==> src/rtl/core/fxmc_pkg.sv <==
// Shared constants and types for the folded XOR multiplicative checksum.
// No dependencies; all files of the block but the interfaces import it.

package fxmc_pkg;

   // Mixing constant and its 32-bit halves for the split multiplication.
   localparam logic [63:0] MIX_MULTIPLIER = 64'd5700357406446321664;
   localparam logic [31:0] MIX_MULT_LO    = MIX_MULTIPLIER[31:0];
   localparam logic [31:0] MIX_MULT_HI    = MIX_MULTIPLIER[63:32];

   localparam logic [7:0] UPPER_FIRST      = 8'd65;
   localparam logic [7:0] UPPER_LAST       = 8'd90;
   localparam logic [7:0] CASE_OFFSET      = 8'd32;
   localparam logic [2:0] LANE_LAST        = 3'd6;
   localparam logic [7:0] SHIFT_BASE       = 8'd64;
   localparam logic [7:0] SHIFT_LIMIT      = 8'h40;
   localparam logic [7:0] HASH_WIDTH_RESET = 8'd16;

   // Finished message handed from the accumulator to the finishing pipeline.
   typedef struct packed {
      logic        valid;
      logic [63:0] accumulator;
   } fxmc_fin_req_type;

endpackage

==> src/rtl/core/fxmc_if.sv <==
// Channel interfaces of the checksum block: byte requests and checksum responses.
// Standalone; carries valid, ready and the payload of each channel.

interface fxmc_req_if;
   logic       valid;
   logic       ready;
   logic [7:0] data_byte;
   logic       last_byte;

   modport source (output valid, output data_byte, output last_byte, input ready);
   modport sink   (input valid, input data_byte, input last_byte, output ready);
endinterface

interface fxmc_rsp_if;
   logic        valid;
   logic        ready;
   logic [15:0] checksum;

   modport source (output valid, output checksum, input ready);
   modport sink   (input valid, input checksum, output ready);
endinterface

==> src/rtl/core/fxmc_finish.sv <==
// Finishing pipeline: split 64-bit multiply, width shift and the response register.
// Depends on fxmc_pkg and fxmc_rsp_if.

module fxmc_finish
   import fxmc_pkg::*;
(
   input  logic             clock,
   input  logic             reset,
   input  fxmc_fin_req_type fin_req,
   input  logic [7:0]       hash_width,
   output logic             advance,
   fxmc_rsp_if.source       rsp_chan
);

   logic        s1_valid_ff;
   logic [63:0] s1_acc_ff;
   logic        s2_valid_ff;
   logic [63:0] pp_lo_ff;
   logic [31:0] pp_cross_a_ff;
   logic [31:0] pp_cross_b_ff;
   logic        rsp_valid_ff;
   logic [15:0] checksum_ff;

   logic [63:0] pp_lo_in;
   logic [31:0] pp_cross_a_in;
   logic [31:0] pp_cross_b_in;
   logic [31:0] cross_sum;
   logic [63:0] product;
   logic [7:0]  shift_amount;
   logic [63:0] shifted;
   logic [15:0] checksum_in;

   // The whole pipeline moves together whenever the response slot frees up.
   assign advance = !rsp_valid_ff || rsp_chan.ready;

   // Only the low 64 bits of the product matter, so the high-by-high term drops
   // and the cross terms need just their low 32 bits.
   always_comb begin
      pp_lo_in      = 64'(s1_acc_ff[31:0]) * 64'(MIX_MULT_LO);
      pp_cross_a_in = s1_acc_ff[63:32] * MIX_MULT_LO;
      pp_cross_b_in = s1_acc_ff[31:0] * MIX_MULT_HI;
   end

   always_comb begin
      cross_sum    = pp_cross_a_ff + pp_cross_b_ff;
      product      = pp_lo_ff + {cross_sum, 32'd0};
      shift_amount = SHIFT_BASE - hash_width;
      shifted      = product >> shift_amount[5:0];
      if (shift_amount >= SHIFT_LIMIT) begin
         checksum_in = 16'd0;
      end else begin
         checksum_in = shifted[15:0];
      end
   end

   always_ff @(posedge clock) begin
      if (reset) begin
         s1_valid_ff  <= 1'b0;
         s2_valid_ff  <= 1'b0;
         rsp_valid_ff <= 1'b0;
      end else if (advance) begin
         s1_valid_ff  <= fin_req.valid;
         s2_valid_ff  <= s1_valid_ff;
         rsp_valid_ff <= s2_valid_ff;
      end
   end

   always_ff @(posedge clock) begin
      if (advance) begin
         s1_acc_ff     <= fin_req.accumulator;
         pp_lo_ff      <= pp_lo_in;
         pp_cross_a_ff <= pp_cross_a_in;
         pp_cross_b_ff <= pp_cross_b_in;
         checksum_ff   <= checksum_in;
      end
   end

   assign rsp_chan.valid    = rsp_valid_ff;
   assign rsp_chan.checksum = checksum_ff;

endmodule

==> src/rtl/core/folded_xor_multiplicative_checksum.sv <==
// Folded XOR multiplicative checksum: throughput is one message byte per cycle while
// not stalled; a 16-bit checksum follows the beat carrying the last byte through the
// stage-one, partial-product and response registers; the lane XOR is done as the
// beat is taken. The split multiply and shift run in a three-register finishing
// pipeline that stalls only while a response waits to be taken.
// Synchronous active-high reset clears the accumulator, lane and pipeline, width to 16.

module folded_xor_multiplicative_checksum
   import fxmc_pkg::*;
(
   input  logic       clock,
   input  logic       reset,
   input  logic       csr_write_en,
   input  logic [7:0] csr_write_data,
   fxmc_req_if.sink   req_chan,
   fxmc_rsp_if.source rsp_chan
);

   logic [7:0]  hash_width_ff;
   logic [63:0] acc_ff;
   logic [2:0]  lane_ff;
   logic [63:0] acc_in;
   logic [2:0]  lane_in;

   logic             advance;
   logic             accept;
   logic [7:0]       folded_byte;
   logic [63:0]      extended;
   logic [63:0]      acc_mixed;
   fxmc_fin_req_type fin_req;

   assign req_chan.ready = advance;
   assign accept         = req_chan.valid && advance;

   always_ff @(posedge clock) begin
      if (reset) begin
         hash_width_ff <= HASH_WIDTH_RESET;
      end else if (csr_write_en) begin
         hash_width_ff <= csr_write_data;
      end
   end

   always_comb begin
      if (req_chan.data_byte >= UPPER_FIRST && req_chan.data_byte <= UPPER_LAST) begin
         folded_byte = req_chan.data_byte + CASE_OFFSET;
      end else begin
         folded_byte = req_chan.data_byte;
      end
      extended  = {{56{folded_byte[7]}}, folded_byte};
      acc_mixed = acc_ff ^ (extended << {lane_ff, 3'b000});
   end

   // Zero bytes leave both the accumulator and the lane untouched.
   always_comb begin
      acc_in  = acc_ff;
      lane_in = lane_ff;
      if (req_chan.data_byte != 8'd0) begin
         acc_in = acc_mixed;
         if (lane_ff < LANE_LAST) begin
            lane_in = lane_ff + 3'd1;
         end else begin
            lane_in = 3'd0;
         end
      end
      fin_req.valid       = accept && req_chan.last_byte;
      fin_req.accumulator = acc_in;
   end

   always_ff @(posedge clock) begin
      if (reset) begin
         acc_ff  <= 64'd0;
         lane_ff <= 3'd0;
      end else if (accept) begin
         if (req_chan.last_byte) begin
            acc_ff  <= 64'd0;
            lane_ff <= 3'd0;
         end else begin
            acc_ff  <= acc_in;
            lane_ff <= lane_in;
         end
      end
   end

   fxmc_finish u_finish (
      .clock      (clock),
      .reset      (reset),
      .fin_req    (fin_req),
      .hash_width (hash_width_ff),
      .advance    (advance),
      .rsp_chan   (rsp_chan)
   );

endmodule

==> src/flat_wrapper.sv <==
// flat-port wrapper written by rule: the top's interface ports become plain ports
module folded_xor_multiplicative_checksum_flat import fxmc_pkg::*;
  (clock, reset, csr_write_en, csr_write_data, req_chan_valid, req_chan_data_byte, req_chan_last_byte, req_chan_ready, rsp_chan_valid, rsp_chan_checksum, rsp_chan_ready);
  fxmc_req_if req_chan_i ();
  fxmc_rsp_if rsp_chan_i ();
  input  logic clock;
  input  logic reset;
  input  logic csr_write_en;
  input  logic [7:0] csr_write_data;
  input wire logic [$bits(req_chan_i.valid)-1:0] req_chan_valid;
  input wire logic [$bits(req_chan_i.data_byte)-1:0] req_chan_data_byte;
  input wire logic [$bits(req_chan_i.last_byte)-1:0] req_chan_last_byte;
  output wire logic [$bits(req_chan_i.ready)-1:0] req_chan_ready;
  output wire logic [$bits(rsp_chan_i.valid)-1:0] rsp_chan_valid;
  output wire logic [$bits(rsp_chan_i.checksum)-1:0] rsp_chan_checksum;
  input wire logic [$bits(rsp_chan_i.ready)-1:0] rsp_chan_ready;
  assign req_chan_i.valid = req_chan_valid;
  assign req_chan_i.data_byte = req_chan_data_byte;
  assign req_chan_i.last_byte = req_chan_last_byte;
  assign req_chan_ready = req_chan_i.ready;
  assign rsp_chan_valid = rsp_chan_i.valid;
  assign rsp_chan_checksum = rsp_chan_i.checksum;
  assign rsp_chan_i.ready = rsp_chan_ready;
  folded_xor_multiplicative_checksum u_core (.clock(clock), .reset(reset), .csr_write_en(csr_write_en), .csr_write_data(csr_write_data), .req_chan(req_chan_i), .rsp_chan(rsp_chan_i));
endmodule
==> config.mk <==
export PLATFORM = sky130hd
export DESIGN_NAME = folded_xor_multiplicative_checksum_flat
export DESIGN_NICKNAME = d
export VERILOG_FILES = /design/src/rtl/core/fxmc_pkg.sv /design/src/rtl/core/fxmc_if.sv /design/src/rtl/core/fxmc_finish.sv /design/src/rtl/core/folded_xor_multiplicative_checksum.sv /design/src/flat_wrapper.sv
export SDC_FILE = /design/constraint.sdc
export NUM_CORES = 1
export LEC_CHECK = 0
export ABC_AREA = 1
export BUFFER_PORTS_ARGS = -buffer_cell sky130_fd_sc_hd__buf_2
export CAP_MARGIN = 20
export CORE_MARGIN = 1.5
export CORE_UTILIZATION = 50
export CTS_CLUSTER_SIZE = 8
export DETAILED_ROUTE_END_ITERATION = 16
export GPL_ROUTABILITY_DRIVEN = 0
export PLACE_DENSITY = 0.68
export SYNTH_ARGS = -nofsm -noshare
export SYNTH_HDL_FRONTEND = slang
export SYNTH_SLANG_ARGS = --single-unit
==> constraint.sdc <==
create_clock -name clock -period 7.9 [get_ports clock]
set_input_delay 1.185 -clock clock [delete_from_list [all_inputs] [get_ports clock]]
set_output_delay 1.185 -clock clock [all_outputs]
set_load 0.1 [all_outputs]
**Yosys cells after proc, flatten, opt, wreduce, memory -nomap -nowiden**

Index checks and enable logic that the tools add are counted.

- Bits in registers: 156
- Input bits: 22
- Output and inout port bits: 18

- Add/subtract/negate cells: 3
- Multiply operators: 1
- Order comparisons: 4
- Shifts and indexed selects: 2
- Muxes and demuxes: 6
- Bitwise gates (word level): 1
- Reductions and logical operators: 8

Operator list:

| cell | number |
|---|---|
| $mux 64 | 2 |
| $shl 64x6->64 | 1 |
| $shr 64x6->16 | 1 |
| $xor 64x64->64 | 1 |
| $mul 32x29->30 const B | 1 |
| $ge 8x7->1 const B | 2 |
| $mux 3 | 3 |
| $add 8x6->8 const B | 1 |
| $le 8x7->1 const B | 1 |
| $mux 8 | 1 |
| $reduce_bool 8->1 | 1 |
| $sub 7x8->8 const A | 1 |
| $add 3x1->3 const B | 1 |
| $logic_and 1x1->1 | 3 |
| $lt 3x3->1 const B | 1 |
| $reduce_and 2->1 | 1 |
| $reduce_bool 2->1 | 1 |
| $logic_not 1->1 | 1 |
| $logic_or 1x1->1 | 1 |

**Depth between registers and ports, before layout**

Gate-level depths: netlist of run 1.

- Word-level depth: 7
- Gate-level depth with buffers: 28

**By module**

A second synthesis of run 1 with hierarchy kept.

- Cells, all modules: 2193
- Area total of the unflattened synthesis: 18116.1 sq um

Modules (own cells, without submodules):

| module | instances | cells an instance | area an instance (sq um) | seq. area each (sq um) |
|---|---|---|---|---|
| fxmc_finish | 1 | 1514 | 13544.2 | 2342.2 |
| folded_xor_multiplicative_checksum | 1 | 679 | 4571.9 | 1501.4 |

**Worst setup path after synthesis of run 1**

Ideal clock, no wire load.

- Path kind: register to register
- Start point: register u_core.u_finish.s1_acc_ff[5]
- End point: register u_core.u_finish.pp_cross_b_ff[24], data pin
- Data arrival time: 5977 ps
- Required time: 7641 ps
- Slack: 1664 ps
- Cell stages (with the launch flop): 26
- Buffers on the path: 0
- Clock period less this slack: 6236 ps
- Path through: edfxtp_1 > inv_1 > fa_1 > inv_1 > fa_1 > fa_1 > inv_1 > fa_1 > inv_1 > fa_1 > inv_1 > fa_1 > inv_1 > fa_1 > fa_1 > ha_1 > a21oi_1 > inv_1 > a21oi_1 > and2_1 > o21ai_0 > nand2_1 > nand2_1 > nand2_1 > nand2_1 > xor2_1

- Longest elaborated chain between the ends: 1

RTL lines:

| item | line | text |
|---|---|---|
| start: declaration | fxmc_finish.sv:16 | `logic [63:0] s1_acc_ff;` |
| start signal: assignment | fxmc_finish.sv:70 | `s1_acc_ff <= fin_req.accumulator;` |
| $mul 32x29->30 | fxmc_finish.sv:41 | `pp_cross_b_in = s1_acc_ff[31:0] * MIX_MULT_HI;` |
| net u_core.u_finish.pp_cross_b_in[24] | fxmc_finish.sv:26 | `logic [31:0] pp_cross_b_in;` |
| end signal: assignment | fxmc_finish.sv:73 | `pp_cross_b_ff <= pp_cross_b_in;` |
| end: declaration | fxmc_finish.sv:20 | `logic [31:0] pp_cross_b_ff;` |

The timed path passes the listed nets, and every way through them passes these cells.
A chain may end at the register's enable or synchronous reset.

**Worst setup path in the final report of run 1**

- Start point: register u_core.u_finish.s1_acc_ff[5]
- End point: register u_core.u_finish.pp_cross_b_ff[26], data pin

The elaborated chain is that of the path after synthesis.

==> impl_metrics.csv, run 1 <==
group,metric,value,unit
setup_path,timing.rr.end,"u_core.u_finish.pp_cross_b_ff[26]",
drt,drt_pre_antenna_iters,7,
sta,final-setup-viol-count,0,
setup_path,reg2reg_from,"u_core.u_finish.s1_acc_ff[5]",
setup_path,worst-r2r-setup-slack,0.97,ns
finish,post_route_insts_no_fill,2379,
global_route,globalRouteTotalUtil,25.32,%
clock_network,clock_pin_slew_worst_setup_and_hold_paths,0.06,ns
drt,drt-vias-per-instance,5.250,
global_route,gr-usage-met3,3.871,%
finish,drive_gt1_share,5.564,%
drt,detail_route.iter0.violations,932,
drt,drt-wirelength-per-cell,16.65,µm
placed_design,place.detailed.instances,2347,
global_route,number_of_antenna_violations_at_the_first_check_in_global_routing,0,
yosys,synth.cells.most_frequent,"sky130_fd_sc_hd__inv_1, sky130_fd_sc_hd__nand2_1, sky130_fd_sc_hd__fa_1",
yosys,synthTopCellsByArea,"sky130_fd_sc_hd__fa_1, sky130_fd_sc_hd__edfxtp_1, sky130_fd_sc_hd__ha_1, sky130_fd_sc_hd__inv_1, sky130_fd_sc_hd__nand2_1",
drt,vias,12490,
setup_path,kind_of_end_point_of_the_critical_path,"flip-flop",
setup_path,rr_worst_depth,25,
sta,timing.setup.tns,0,ns
setup_path,worst-endpoint-required,8.07,ns
placed_design,dp.final_hpwl,33430,µm
flow_run,cap_violations,0,
setup_path,startpoint,"u_core.u_finish.s1_acc_ff[5]",
clock_network,clk_root_buffer_cell,"sky130_fd_sc_hd__clkbuf_16",
yosys,asyncSetResetFlopFracSynth,0,%
placed_design,port-buffer-count,39,
sta,maxClockFrequency,144.3,MHz
clock_network,cts_repair_resize_count,0,
yosys,netlist_area,16040,µm²
sta,tightestPinTransition,1.041,ns
clock_network,post-cts-setup-buffers,0,
setup_path,critPathKind,"flip-flop to flip-flop",
yosys,synth_ff_type,"sky130_fd_sc_hd__edfxtp_1",
die,core,31560,µm²
sta,max-slew-margin-rel,30.61,%
setup_path,critical_path_peak_fanout,8,
yosys,unique_cell_type_count_in_the_yosys_netlist,46,
setup_path,cp-start-kind,"flip-flop",
global_route,grt_first_pass_wirelength,64770,µm
global_route,grt_use_met2,46.24,%
sta,final_hold_viol_count,0,
global_route,grt_pass1_vias,12939,
clock_network,ctsHoldBuffers,0,
die,dieHeight,182.1,µm
yosys,synth.yosys.seq_area_share,19.73,%
finish,areaGrowthSynthToFinish,7.171,%
global_route,grt.overflow.total,0,
clock_network,clock_insertion_delay_worst_skew,0.44,ns
die,floorplan.die_area,33150,µm²
drt,routed_wirelength,39620,µm
yosys,synth-edff-count,76,
yosys,netlist.top_cell.by_area,"sky130_fd_sc_hd__fa_1",
clock_network,number_of_sinks_handled_by_clock_tree_synthesis,120,
finish,antenna-diode-count,0,
yosys,synth.most_common_cell,"sky130_fd_sc_hd__inv_1",
yosys,yosys_warnings,0,
yosys,mean_area_per_synthesized_cell,8.253,µm²
global_route,globalRoute.busiestLayer,"met2",
die,initial_core_util,50.82,%
clock_network,clk_path_buf_depth,2,
sta,final_min_period_over_clock_period,87.70,%
clock_network,tritoncts,"built",
die,die-width,182.1,µm
min_path,hold_class,"flip-flop to flip-flop",
yosys,netlist.area_leader.share,27.34,%
die,num_io_pins,40,
global_route,grt_start_max_net_pins,78,
die,floorplan.rows,65,
drt,remaining_drc_errors,0,
drt,antenna_nets_post_route,0,
sta,min_period,6.928,ns
setup_path,cp_data_arrival_time,7.10,ns
finish,nets,2373,
sta,final_max_slew_viol_count,0,
yosys,ys_ff_latch,120,
yosys,syn-instance-count,1943,
status,result_of_the_run,"complete, no violations",
sta,rsz0062_at_grt,"no",
clock_network,clock_tree.htree_level_count,4,
yosys,syn_nets,2352,
finish,fin_util,54.46,%
clock_network,numCtsBuffers,17,
sta,worst_clock_skew,0.01384,ns
setup_path,worstSetupEndpoint,"u_core.u_finish.pp_cross_b_ff[26]",
global_route,gr-usage-met1,29.68,%
[placed cells by master, fill, tap and decap left out, types with 9 or more instances in the layout]
| cell | n |
|---|---|
| sky130_fd_sc_hd__edfxtp_1 | 76 |
| sky130_fd_sc_hd__dfxtp_1 | 44 |
| sky130_fd_sc_hd__a21oi_1 | 77 |
| sky130_fd_sc_hd__nand2_1 | 441 |
| sky130_fd_sc_hd__nand3_1 | 116 |
| sky130_fd_sc_hd__clkbuf_16 | 17 |
| sky130_fd_sc_hd__nand4_1 | 11 |
| sky130_fd_sc_hd__a31oi_1 | 10 |
| sky130_fd_sc_hd__ha_1 | 168 |
| sky130_fd_sc_hd__o21ai_0 | 87 |
| sky130_fd_sc_hd__xor2_1 | 32 |
| sky130_fd_sc_hd__nor3_1 | 9 |
| sky130_fd_sc_hd__nor2_1 | 51 |
| sky130_fd_sc_hd__fa_1 | 219 |
| sky130_fd_sc_hd__buf_2 | 39 |
| sky130_fd_sc_hd__inv_1 | 462 |
| sky130_fd_sc_hd__xnor2_1 | 17 |
[layout make-up]
class	instances	area [µm²]
Sequential cell	120	3163
Clock buffer	17	425.4
Timing Repair Buffer	48	282.8
Fill cell	2860	14370
Multi-Input combinational cell	1306	10910
Inverter	471	1769
Tap cell	402	503.0
Clock inverter	15	128.9
[worst min path at each step]
stage,start,to,slack [ns],cells after the start
finish,u_core.u_finish.s2_valid_ff,u_core.u_finish.s2_valid_ff,0.46,2
global route,u_core.u_finish.s1_valid_ff,u_core.u_finish.s1_valid_ff,0.49,2
CTS,u_core.u_finish.s2_valid_ff,u_core.u_finish.s2_valid_ff,0.45,2
detailed placement,u_core.u_finish.s2_valid_ff,u_core.u_finish.s2_valid_ff,0.45,2
global placement,u_core.u_finish.s2_valid_ff,u_core.u_finish.s2_valid_ff,0.44,2
floorplan,u_core.u_finish.s2_valid_ff,u_core.u_finish.s2_valid_ff,0.43,2
[worst max-delay path: stages, from the launching register on]
cell and delay [ns]:
sky130_fd_sc_hd__edfxtp_1 0.60, sky130_fd_sc_hd__inv_1 0.26, sky130_fd_sc_hd__fa_1 0.63, sky130_fd_sc_hd__inv_1 0.08
sky130_fd_sc_hd__fa_1 0.39, sky130_fd_sc_hd__fa_1 0.50, sky130_fd_sc_hd__inv_1 0.05, sky130_fd_sc_hd__fa_1 0.47
sky130_fd_sc_hd__inv_1 0.05, sky130_fd_sc_hd__fa_1 0.49, sky130_fd_sc_hd__inv_1 0.06, sky130_fd_sc_hd__fa_1 0.53
sky130_fd_sc_hd__inv_1 0.05, sky130_fd_sc_hd__fa_1 0.51, sky130_fd_sc_hd__fa_1 0.43, sky130_fd_sc_hd__ha_1 0.36
sky130_fd_sc_hd__a21oi_1 0.20, sky130_fd_sc_hd__inv_1 0.06, sky130_fd_sc_hd__a21oi_1 0.16, sky130_fd_sc_hd__and2_1 0.15
sky130_fd_sc_hd__o21ai_0 0.16, sky130_fd_sc_hd__nand2_1 0.11, sky130_fd_sc_hd__nand2_1 0.09, sky130_fd_sc_hd__nand2_1 0.07
sky130_fd_sc_hd__nand2_1 0.05, sky130_fd_sc_hd__xor2_1 0.15
[flip-flops by register name, indices dropped and copies added, names as in the netlist]
name and cells:
u_core.acc_ff 30, u_core.hash_width_ff 8, u_core.lane_ff 3, u_core.u_finish.pp_cross_b_ff 30
u_core.u_finish.rsp_chan.checksum 16, u_core.u_finish.rsp_chan.valid 1, u_core.u_finish.s1_acc_ff 30, u_core.u_finish.s1_valid_ff 1
u_core.u_finish.s2_valid_ff 1
[layer usage]
| layer | vias to the layer above | part of all wire, % |
|---|---|---|
| li1 | 6047 | - |
| met1 | 6030 | 41 |
| met2 | 333 | 51 |
| met3 | 80 | 4.3 |
| met4 | 0 | 3.9 |
| met5 | - | 0 |
[metrics by stage]
step | setup slack (ns) | hold WS, ns | instance area [µm²]
3_5_place_dp | 0.9988 | 0.4454 | 16630
6_report | 0.9720 | 0.4570 | 17190
4_1_cts | 0.9688 | 0.4537 | 17190
5_1_grt | 0.6005 | 0.4876 | 17190
3_3_place_gp | 0.9290 | 0.4431 | 16600
2_1_floorplan | 1.664 | 0.4296 | 16040
[cell families after synthesis]
logic type               synth area share (%)
XOR/XNOR                                3.035
adder cells (fa/ha/maj)                 40.45
buffers and inverters                   12.28
AND/OR/NAND/NOR                         17.27
multiplexers                           0.4370
flip-flops                              19.73
AO/OA/AOI/OAI                           6.804
Power of run 1 is left out: the tool's default activity adds up to more than one toggle a clock period on the data nets, which glitch-free logic cannot reach.
==> run 2: changes to the inputs <==
RECOVER_POWER = 50   (was not set)
==> impl_metrics.csv, run 2 (synthesis gave the netlist of run 1 again) <==
group,metric,value,unit
die,die-width,182.1,µm
flow_run,cap_violations,2,
clock_network,cts_repair_resize_count,0,
placed_design,dp.final_hpwl,33430,µm
finish,num-fill-cells,2871,
finish,most_frequent_standard_cell_in_the_layout_excluding_fill_and_tap_cells,"sky130_fd_sc_hd__inv_1",
die,core,31560,µm²
global_route,grt_first_pass_wirelength,64770,µm
drt,remaining_drc_errors,0,
clock_network,numCtsBuffers,17,
setup_path,rr_worst_depth,23,
sta,timing.setup.tns,0,ns
global_route,grt_pass1_vias,12939,
setup_path,cp_data_arrival_time,7.10,ns
global_route,globalRouteTotalUtil,25.32,%
die,dieHeight,182.1,µm
clock_network,number_of_sinks_handled_by_clock_tree_synthesis,120,
placed_design,postPlaceCellArea,16630,µm²
drt,vias,12488,
global_route,grt_start_max_net_pins,78,
sta,tightestPinTransition,4.359,ns
clock_network,clk_path_buf_depth,2,
drt,topRoutingLayerUsed,"met4",
setup_path,worstSetupEndpoint,"u_core.u_finish.pp_cross_b_ff[25]",
placed_design,port-buffer-count,39,
setup_path,reg2reg_from,"u_core.u_finish.s1_acc_ff[7]",
finish,top_library_cells_by_usage_in_the_layout_fill_and_taps_aside,"sky130_fd_sc_hd__inv_1, sky130_fd_sc_hd__nand2_1, sky130_fd_sc_hd__fa_1",
sta,final_min_period_over_clock_period,87.60,%
min_path,min_delay_path_depth,2,
finish,drive_gt1_share,4.502,%
global_route,grt.overflow.total,0,
drt,drt-wirelength-per-cell,16.66,µm
status,failed_checks,"max-capacitance violations, max-slew violations",
drt,routed_wirelength,39640,µm
die,floorplan.rows,65,
min_path,hp-start,"u_core.u_finish.s2_valid_ff",
clock_network,clock_tree.htree_level_count,4,
sta,smallest_hold_slack,0.4529,ns
sta,final_hold_viol_count,0,
clock_network,post-cts-setup-buffers,0,
clock_network,clock_pin_slew_worst_setup_and_hold_paths,0.06,ns
drt,drt-vias-per-instance,5.249,
finish,multi_input_comb_area,10910,µm²
die,floorplan.die_area,33150,µm²
setup_path,worst-r2r-setup-slack,0.98,ns
setup_path,kind_of_end_point_of_the_critical_path,"flip-flop",
status,result_of_the_run,"complete, but fails checks",
finish,antenna-diode-count,0,
setup_path,critPathKind,"flip-flop to flip-flop",
clock_network,ctsHoldBuffers,0,
finish,nets,2373,
die,num_io_pins,40,
finish,biggestRegsByFlops,"u_core.acc_ff x30, u_core.u_finish.pp_cross_b_ff x30, u_core.u_finish.s1_acc_ff x30",
sta,rsz0062_at_grt,"no",
finish,stdcell_area,17130,µm²
drt,wl_met2,20100,µm
clock_network,tritoncts,"built",
die,initial_core_util,50.82,%
sta,final_max_slew_viol_count,113,
finish,areaGrowthSynthToFinish,6.835,%
sta,max-slew-margin-rel,-190.6,%
drt,wl_met1,16330,µm
clock_network,clock_insertion_delay_worst_skew,0.44,ns
sta,maxClockFrequency,144.5,MHz
min_path,hold_class,"flip-flop to flip-flop",
setup_path,worst-endpoint-required,8.08,ns
setup_path,critical_path_peak_fanout,8,
global_route,number_of_antenna_violations_at_the_first_check_in_global_routing,0,
sta,final-setup-viol-count,0,
drt,detail_route.iter0.violations,911,
drt,met3_length,1694,µm
drt,antenna_nets_post_route,0,
setup_path,cp-start-kind,"flip-flop",
sta,worst_clock_skew,0.01305,ns
sta,min_period,6.921,ns
clock_network,clk_root_buffer_cell,"sky130_fd_sc_hd__clkbuf_16",
finish,ff_latch_area,3163,µm²
setup_path,timing.rr.end,"u_core.u_finish.pp_cross_b_ff[25]",
setup_path,startpoint,"u_core.u_finish.s1_acc_ff[7]",
drt,drt_pre_antenna_iters,8,
run 2: changes by cell type in the layout (fill, tap and decap cells not counted):
cell and delta:
sky130_fd_sc_hd__buf_16 -1, sky130_fd_sc_hd__buf_2 -18, sky130_fd_sc_hd__buf_4 -2, sky130_fd_sc_hd__clkbuf_1 +21, sky130_fd_sc_hd__clkinv_2 -1, sky130_fd_sc_hd__clkinvlp_2 +1
run 2: worst min path at each step:
stage	end
after global placement	u_core.u_finish.s2_valid_ff
after detailed placement	u_core.u_finish.s2_valid_ff
after CTS	u_core.u_finish.s2_valid_ff
final	u_core.u_finish.s2_valid_ff
after floorplan	u_core.u_finish.s2_valid_ff
after global routing	u_core.u_finish.s1_valid_ff
run 2: area by class of cell:
type,count,share of cell area (%)
Timing Repair Buffer,48,1.337
Inverter,471,10.33
Clock buffer,17,2.483
Tap cell,402,2.936
Multi-Input combinational cell,1306,63.70
Sequential cell,120,18.46
Clock inverter,15,0.7523
run 2: per-stage QoR:
step                      instances  util [%]  setup slack, ns
after floorplan                1943         -            1.664
after global placement         2346     52.62           0.9290
after detailed placement       2347     52.70           0.9988
after CTS                      2379     54.46           0.9688
after global routing           2379     54.29           0.6005
final                          2379     54.29           0.9792
run 2: worst max-delay path, stage by stage, from the launching register on:
cell and delay, ns:
sky130_fd_sc_hd__edfxtp_1 0.61, sky130_fd_sc_hd__inv_1 0.31, sky130_fd_sc_hd__fa_1 0.56, sky130_fd_sc_hd__inv_1 0.05, sky130_fd_sc_hd__fa_1 0.41, sky130_fd_sc_hd__fa_1 0.50
sky130_fd_sc_hd__inv_1 0.05, sky130_fd_sc_hd__fa_1 0.49, sky130_fd_sc_hd__inv_1 0.07, sky130_fd_sc_hd__fa_1 0.49, sky130_fd_sc_hd__fa_1 0.48, sky130_fd_sc_hd__fa_1 0.51
sky130_fd_sc_hd__inv_1 0.05, sky130_fd_sc_hd__fa_1 0.47, sky130_fd_sc_hd__inv_1 0.04, sky130_fd_sc_hd__ha_1 0.33, sky130_fd_sc_hd__nand2_1 0.08, sky130_fd_sc_hd__inv_1 0.07
sky130_fd_sc_hd__nand3_1 0.09, sky130_fd_sc_hd__nor3_1 0.42, sky130_fd_sc_hd__nand4_1 0.15, sky130_fd_sc_hd__nand3_1 0.18, sky130_fd_sc_hd__a21oi_1 0.11, sky130_fd_sc_hd__xnor2_1 0.14
run 2: per-layer routing:
layer / track usage, % / vias up
met5: 0 / -
met4: 10.35 / 0
met3: 3.871 / 84
met2: 46.24 / 338
met1: 29.68 / 6015
li1: - / 6051
Power of run 2 is left out for the same reason.
==> run 3: changes to the inputs <==
PLACE_DENSITY = 0.71   (was 0.68)
clock period = 6.15 ns   (was 7.9 ns; I/O delays follow)
==> impl_metrics.csv, run 3 (synthesis gave the netlist of run 1 again) <==
group,metric,value,unit
clock_network,tritoncts,"built",
clock_network,clk_root_buffer_cell,"sky130_fd_sc_hd__clkbuf_16",
status,result_of_the_run,"complete, but fails checks",
setup_path,kind_of_end_point_of_the_critical_path,"flip-flop",
sta,maxClockFrequency,160.9,MHz
sta,rsz0062_at_grt,"yes",
sta,worst_clock_skew,0.01137,ns
die,num_io_pins,40,
global_route,globalRouteTotalUtil,25.14,%
clock_network,numCtsBuffers,17,
finish,drive_gt1_share,13.01,%
placed_design,dp.final_hpwl,33190,µm
sta,final_min_period_over_clock_period,101.0,%
finish,most_frequent_standard_cell_in_the_layout_excluding_fill_and_tap_cells,"sky130_fd_sc_hd__inv_1",
drt,routed_wirelength,40460,µm
clock_network,number_of_sinks_handled_by_clock_tree_synthesis,120,
drt,remaining_drc_errors,0,
drt,vias,12934,
setup_path,critical_path_peak_fanout,5,
placed_design,port-buffer-count,39,
die,initial_core_util,50.82,%
sta,min_period,6.214,ns
sta,final_max_slew_viol_count,35,
finish,fin_util,57.42,%
clock_network,clock_tree.htree_level_count,4,
sta,final-setup-viol-count,2,
min_path,hold_class,"flip-flop to flip-flop",
setup_path,highest_cell_delay_on_the_worst_timing_path,0.59,ns
global_route,grt_pass1_vias,13371,
drt,antenna_nets_post_route,0,
clock_network,clock_insertion_delay_worst_skew,0.43,ns
global_route,grt_first_pass_wirelength,64940,µm
sta,final_hold_viol_count,0,
die,floorplan.die_area,33150,µm²
sta,smallest_hold_slack,0.4670,ns
sta,fin_ws,-0.06372,ns
finish,top_library_cells_by_usage_in_the_layout_fill_and_taps_aside,"sky130_fd_sc_hd__inv_1, sky130_fd_sc_hd__nand2_1, sky130_fd_sc_hd__fa_1",
setup_path,slowest_stage,"sky130_fd_sc_hd__fa_1",
clock_network,clk_path_buf_depth,2,
setup_path,cp_data_arrival_time,6.39,ns
global_route,grt_start_max_net_pins,79,
setup_path,crit_path_frequent_cell,"sky130_fd_sc_hd__fa_1",
die,die-width,182.1,µm
finish,post_route_insts_no_fill,2456,
global_route,grt.overflow.total,0,
drt,drt-wirelength-per-cell,16.47,µm
placed_design,place.detailed.instances,2411,
setup_path,crit_path_cell_trace,"fa_1 > fa_1 > fa_1 > fa_1 > inv_1 > fa_1 > fa_1 > inv_1 > fa_1 > inv_1 > fa_1 > inv_1 > ha_2 > inv_2 > nor3_2 > inv_1 > o21ai_0 > a31oi_1 > nand2_1 > xor2_1",
finish,biggestRegsByFlops,"u_core.acc_ff x30, u_core.u_finish.pp_cross_b_ff x30, u_core.u_finish.s1_acc_ff x30",
status,failed_checks,"max-capacitance violations, max-slew violations, negative setup slack",
drt,drt-vias-per-instance,5.266,
setup_path,critPathKind,"flip-flop to flip-flop",
sta,tightestPinTransition,1.732,ns
drt,drt_pre_antenna_iters,5,
finish,nets,2449,
finish,areaGrowthSynthToFinish,12.99,%
die,dieHeight,182.1,µm
setup_path,cp-start-kind,"flip-flop",
flow_run,cap_violations,1,
placed_design,preCtsSetupSlack,-0.1950,ns
die,floorplan.rows,65,
global_route,number_of_antenna_violations_at_the_first_check_in_global_routing,0,
sta,max-slew-margin-rel,-15.47,%
drt,detail_route.iter0.violations,865,
setup_path,worst-endpoint-required,6.33,ns
die,core,31560,µm²
clock_network,clock_pin_slew_worst_setup_and_hold_paths,0.06,ns
-- run 3: repair_timing --
action / CTS / global route
pin swaps: 1 / 54
hold buffers: 0 / 0
resized for setup: 15 / 90
endpoints found under the setup margin: 10 / 14
gates cloned: 0 / 0
buffers inserted: 0 / 13
-- run 3: layout make-up --
class | count | area, µm²
fill | 2772 | 13440
clock inverter | 12 | 85.08
antenna | 1 | 2.502
inverter | 471 | 1772
clock buffer | 20 | 500.5
multi-input combinational | 1306 | 11250
timing repair buffer | 124 | 838.3
sequential | 120 | 3163
tap | 402 | 503.0
-- run 3: critical path: cells and delay by family (launching register included) --
family	cells	cell delay (ns)
AOI/OAI and AO/OA	2	0.31
buffers and inverters	6	0.37
and+or+nand+nor	2	0.33
DFF	1	0.52
adders and majority gates	9	4.37
xor gates and xnor gates	1	0.07
-- run 3: metrics by stage --
stage	instance area (µm²)	setup TNS [ns]
2_1_floorplan	16050	0
3_3_place_gp	17100	-0.1674
3_5_place_dp	17100	-0.9247
4_1_cts	17720	-0.007902
5_1_grt	18120	-1.492
6_report	18120	-0.09214
-- run 3: worst paths after layout --
check                           depth (start not counted)                           from                                 to  slack (ns)
worst max register to register                         20  u_core.u_finish.s1_acc_ff[16]  u_core.u_finish.pp_cross_b_ff[30]       -0.06
worst min-delay path                                    2    u_core.u_finish.s1_valid_ff        u_core.u_finish.s1_valid_ff        0.47
worst min register to register                          2    u_core.u_finish.s1_valid_ff        u_core.u_finish.s1_valid_ff        0.47
worst max-delay path                                   20  u_core.u_finish.s1_acc_ff[16]  u_core.u_finish.pp_cross_b_ff[30]       -0.06
-- run 3: layer usage --
metal  part of all wire, %  track usage (%)  routed length [µm]
met5                     0                0                   0
met4                   5.1            12.43                2062
met3                   4.2            3.951                1689
met2                    50            45.24               20370
met1                    40            29.11               16340
Power of run 3 is left out for the same reason.
